$ cat config.mk
export PLATFORM = sky130hd
export DESIGN_NAME = pus_div
export DESIGN_NICKNAME = d
export VERILOG_FILES = /design/src/pus_pkg.sv /design/src/pus_div.sv
export SDC_FILE = /design/constraint.sdc
export NUM_CORES = 2
export LEC_CHECK = 0
export BUFFER_PORTS_ARGS = -buffer_cell sky130_fd_sc_hd__buf_2
export CELL_PAD_IN_SITES_DETAIL_PLACEMENT = 0
export CELL_PAD_IN_SITES_GLOBAL_PLACEMENT = 2
export CORE_MARGIN = 8
export CORE_UTILIZATION = 44
export DETAILED_ROUTE_END_ITERATION = 8
export GPL_TIMING_DRIVEN = 0
export PLACE_DENSITY = 0.89
export SYNTH_ARGS = -nofsm -noshare
export SYNTH_HDL_FRONTEND = slang
export SYNTH_SLANG_ARGS = --single-unit
$ cat constraint.sdc
create_clock -name clk -period 9.2 [get_ports clk]
set_input_delay 0.92 -clock clk [delete_from_list [all_inputs] [get_ports clk]]
set_output_delay 0.92 -clock clk [all_outputs]
set_load 0.03 [all_outputs]
$ cat src/pus_pkg.sv
// Shared types and constants for the particle update step block.
// No dependencies; used by the top level and by the divider pipeline.
`default_nettype none
package pus_pkg;

    localparam int QBITS = 16;
    localparam int CFG_INDEX_W = 3;

    typedef enum logic [CFG_INDEX_W-1:0] {
        CFG_SIZE_MIN  = 3'd0,
        CFG_SIZE_MAX  = 3'd1,
        CFG_SIZE_GAIN = 3'd2,
        CFG_START_RGBA = 3'd3,
        CFG_END_RGBA  = 3'd4
    } cfg_index_t;

    // Motion results that travel alongside the lifetime division.
    typedef struct packed {
        logic [31:0] pos_x;
        logic [31:0] pos_y;
        logic [31:0] vel_x;
        logic [31:0] vel_y;
        logic [31:0] angle;
        logic [31:0] life_left;
        logic        alive;
        logic        full_ratio;
    } motion_t;

endpackage
`default_nettype wire

$ cat src/pus_div.sv
// Pipelined restoring divider, one quotient bit per stage, with a carried payload.
// Depends on pus_pkg for the fraction width.
`default_nettype none
module pus_div
    import pus_pkg::*;
#(
    parameter int PAYLOAD_W = 8
) (
    input  wire logic                 clk,
    input  wire logic                 rst_n,
    input  wire logic                 in_valid,
    input  wire logic [30:0]          dividend,
    input  wire logic [30:0]          divisor,
    input  wire logic [PAYLOAD_W-1:0] in_payload,
    output logic                      out_valid,
    output logic [QBITS-1:0]          quotient,
    output logic [PAYLOAD_W-1:0]      out_payload
);

    // When the dividend is below the divisor, the remainder always fits in 31 bits.
    logic                 valid_reg   [QBITS+1];
    logic [30:0]          rem_reg     [QBITS+1];
    logic [30:0]          dvs_reg     [QBITS+1];
    logic [QBITS-1:0]     quo_reg     [QBITS+1];
    logic [PAYLOAD_W-1:0] payload_reg [QBITS+1];

    always_comb
    begin
        valid_reg[0]   = in_valid;
        rem_reg[0]     = dividend;
        dvs_reg[0]     = divisor;
        quo_reg[0]     = '0;
        payload_reg[0] = in_payload;
    end

    for (genvar s = 0; s < QBITS; s++) begin : g_stage
        logic [31:0] shifted;
        logic        take;
        logic [31:0] diff;

        always_comb
        begin
            shifted = {rem_reg[s], 1'b0};
            diff    = shifted - {1'b0, dvs_reg[s]};
            take    = shifted >= {1'b0, dvs_reg[s]};
        end

        always_ff @(posedge clk or negedge rst_n)
        begin
            if (!rst_n)
            begin
                valid_reg[s+1] <= 1'b0;
            end
            else
            begin
                valid_reg[s+1] <= valid_reg[s];
            end
        end

        always_ff @(posedge clk)
        begin
            rem_reg[s+1]     <= take ? diff[30:0] : shifted[30:0];
            dvs_reg[s+1]     <= dvs_reg[s];
            quo_reg[s+1]     <= {quo_reg[s][QBITS-2:0], take};
            payload_reg[s+1] <= payload_reg[s];
        end
    end

    assign out_valid   = valid_reg[QBITS];
    assign quotient    = quo_reg[QBITS];
    assign out_payload = payload_reg[QBITS];

endmodule
`default_nettype wire

After elaboration in Yosys (flattened, before gate mapping)

Cells that the tools add are included.

Order comparisons: 16
$add $sub $neg: 15
Multiplexer cells: 15

Operators by type and width:

| cell                           | number |
|---|---|
| >= comparator 32 x 31 -> 1 bit | 16 |
| two-way mux 31 bit             | 15 |
| subtractor 31 bit              | 15 |

Output and inout bits: 25
Flip-flop bits (word level): 1,210
Input port bits: 73
Logic and storage cells: 139

Longest topological paths before layout

Depth in word-level cells: 2
Depth in mapped cells: 17
Gate-level depth less buffers: 13

Worst setup path after synthesis

Ideal clock, no wire load.

Path type: input to register
Start: input port divisor[0]
End: register rem_reg (netlist bit g_stage[1].shifted[28])
Data arrival time: 3.334 ns
Setup slack: 5.765 ns
Setup time: 0.101 ns
Stages on the path: 13
Buffers on the path: 1
Required time: 9.099 ns
Cell sequence: inv_1 -> fa_1 -> a21o_1 -> a21oi_1 -> o21ai_0 -> a31oi_1 -> a21oi_1 -> a31oi_1 -> o21ai_0 -> a31oi_1 -> clkbuf_1 -> nand2_1 -> o41ai_1

Cells in the longest elaborated chain, start to end: 2
Elaborated cells on any way between the ends: 3
Classes of those cells: add/sub: 1; order compare: 1; mux: 1

Ends and longest elaborated chain:

| item                                                                       | RTL line                     | text |
|---|---|---|
| start, declared                                                            | pus_div.sv:13                | `input wire logic [30:0] divisor,` |
| subtractor 31 bit / >= comparator 32 x 31 -> 1 bit (equally long branches) | pus_div.sv:44, pus_div.sv:45 |  |
| two-way mux 31 bit (*)                                                     | pus_div.sv:62                | `rem_reg[s+1] <= take ? diff[30:0] : shifted[30:0];` |
| end signal, assigned by index                                              | pus_div.sv:62                |  |
| end, declared                                                              | pus_div.sv:22                | `logic [30:0] rem_reg [QBITS+1];` |

Every way passes the cells marked *; elsewhere a longest branch is shown, timed or not.
A chain may end at the register's enable or synchronous reset.

Final worst setup path

Same ends and word-level chain as after synthesis.

==> results_dict.tcl <==
set metrics [dict create \
    status "complete, no violations" \
    synth.distinct_cells 96 \
    max_freq_mhz 223.4 \
    rows 129 \
    fin_worst_skew_ns 0.03494 \
    dp_cells 7640 \
    crit_top_cell "a31oi_1" \
    arrival_ns 5.08 \
    grt_start_max_net_pins 17 \
    io_pins 98 \
    synth_warnings 0 \
    htree_levels 4 \
    syn-cell-area_sq_um 55010 \
    design.die.area_sq_um 136600 \
    path_class "input pin to flip-flop" \
    finalSetupViolations 0 \
    coreArea_sq_um 124000 \
    fin_crit_ns 4.476 \
    ctsResizeCount 0 \
    clock_path_buffers 3 \
    cts_setup_buffers 0 \
    yosysTopAreaCell "dfxtp_1" \
    p_leak_nw 29.15 \
    rsz0062_at_grt "false" \
    layout-drive-gt1-share_pct 9.002 \
    drv_slew 0 \
    synth_area_leaders "dfxtp_1, ha_1, a21oi_1, inv_1, a21o_1" \
    power.total_mw 24.99 \
    nets 6725 \
    synthFlopType "dfxtp_1" \
    crit_required_ns 9.81 \
    final_cell_mix "dfxtp_1, inv_1, ha_1" \
    holdCritPathClass "input pin to flip-flop" \
    grt_usage_pct 19.23 \
    ant_nets 0 \
    drt-total-wl_mm 133.8 \
    synth-async-reset-ratio_pct 1.322 \
    tightest_slew_ns 1.067 \
    synth_edf_count 0 \
    via_count 40740 \
    end_kind "flip-flop" \
    cts_buffers 136 \
    final_common_cell "dfxtp_1" \
    clkTransAtPathRegs_ns 0.06 \
    powerDensity_nw_per_um2 402.7 \
    hold_violations 0 \
    cts_tree "done" \
    synth-seq-cells 1210 \
    first_global_vias 41970 \
    grt_antenna_before_repair 0 \
    path_buf_inv 3 \
    start_kind "input pin" \
    drt_iter0_drc 1726 \
    port_buffers 97 \
    holdBufCountCts 1 \
    initial_core_util_pct 44.38 \
    overflow 0 \
    final_cells 7880 \
    path_max_fanout 10 \
    wl_per_cell_microns 16.98 \
    synthCells 5905 \
    root_buffer "clkbuf_16" \
    peakVddDrop_mv 0.2121 \
    clk_latency_ns 0.76 \
    cts_sinks 1210 \
    syn_area_per_cell_sq_um 9.317 \
    fin_crit_sh_pct 48.65 \
    drc 0 \
    tns_ns 0 \
    cap_violations 0 \
    syn_to_final_growth_pct 12.79 \
    vias_per_cell 5.170 \
    path_delay_family "compound AO/OA/AOI/OAI gates" \
    die_y_microns 369.6 \
    antenna_cells 0 \
    slowest_delay_ns 0.88 \
    fill_cells 11710 \
    globalplace.congestion 0.8945 \
    grt_first_pass_wirelength_mm 213.0 \
    die_x_microns 369.6 \
    slew_headroom_pct 28.53 \
    dp_hpwl_mm 107.9 \
    postSynthNetCount 6488 \
    ys_seq_area_share_pct 44.18 \
    crit_path_top_delay_cell "a31oi_1" \
    yosys.area.top_type_share_pct 43.45 \
    path_cells "buf_2 > inv_1 > fa_1 > a21o_1 > a21oi_1 > o21ai_0 > a31oi_1 > a21oi_1 > a31oi_1 > o21ai_0 > a31oi_1 > clkbuf_1 > nand2_1 > o41ai_1" \
    drt_first_pass_iters 5 \
]
-- cells in the mapped netlist (all sizes together) (8+ instances only) --
cell,n
clkbuf,79
o31ai,46
a2111oi,12
a21boi,21
o31a,18
dfxtp,1194
and3,54
nand4,65
nor2,340
a21oi,488
a311oi,8
a31oi,52
and4,24
o41ai,12
or2,14
buf,72
nand3,75
a221oi,15
dfrtp,16
o21a,60
and2,35
ha,495
a31o,10
o22ai,9
a21o,276
o21ai,395
nor3,71
nor2b,53
inv,619
o21bai,59
xnor2,204
xor2,163
fa,15
nand2b,60
a211oi,47
mux2,108
a211o,18
or3,22
o211ai,23
nor4,8
nand2,445
-- path summary, 6_finish.rpt --
path | start | depth (start not counted) | slack, ns | end
setup / recovery | divisor[0] | 14 | 4.72 | g_stage[1].shifted[28]$_DFF_P_
hold / removal | in_payload[4] | 1 | 0.25 | payload_reg[124]$_DFF_P_
setup reg to reg | dvs_reg[372]$_DFF_P_ | 13 | 4.84 | g_stage[5].shifted[26]$_DFF_P_
hold reg to reg | quo_reg[119]$_DFF_P_ | 0 | 0.31 | quo_reg[104]$_DFF_P_
max in group asynchronous | rst_n | 2 | 8.34 | valid_reg[8]$_DFF_PN0_
min in group asynchronous | rst_n | 2 | 0.59 | valid_reg[2]$_DFF_PN0_
-- power breakdown --
part	leakage (nW)	internal [mW]	switching [mW]
Combinational	16.7	5.10	6.98
Clock	2.20	3.12	2.19
Sequential	10.3	6.84	0.763
-- through the flow --
step | worst slack [ns] | util, % | hold WS (ns) | instance area [sq um]
finish | 4.724 | 50.06 | 0.2491 | 62050
global route | 4.391 | 50.06 | 0.1937 | 62050
CTS | 4.712 | 50.06 | 0.1679 | 62050
detailed placement | 3.935 | 46.43 | 0.3121 | 57550
global placement | 3.919 | 46.42 | 0.3096 | 57550
floorplan | 5.765 | - | 0.3096 | 55010
-- per-layer routing --
layer	GRT usage (%)	vias up	part of all wire, %	wire [microns]
met3	2.759	388	2.9	3878
met2	39.29	758	55	73550
met5	0	-	0	0
li1	-	20910	-	-
met4	10.23	0	5.2	6897
met1	18.15	18680	37	49480
-- layout make-up --
cell class | instances | area (sq um) | area share (%)
buffer | 151 | 782.0 | 1.260
sequential | 1210 | 24300 | 39.17
timing repair buffer | 99 | 500.5 | 0.8066
inverter | 619 | 2323 | 3.745
tap | 1637 | 2048 | 3.301
multi-input combinational | 3925 | 27610 | 44.49
clock buffer | 192 | 3875 | 6.245
clock inverter | 47 | 610.6 | 0.9840
-- cells by family (layout without fill, tap and decap cells) --
group                      count (synthesis)  count (layout)  share of synthesized area, %
AOI/OAI and AO/OA                       1632            1632                         19.00
xor gates and xnor gates                 367             367                         5.843
and+or+nand+nor                         1301            1301                         11.15
adders and majority gates                510             510                         11.80
DFF                                     1210            1210                         44.18
muxes                                    115             115                         2.386
buffers and inverters                    770            1108                         5.645
Power figures use the tool's default switching activity.
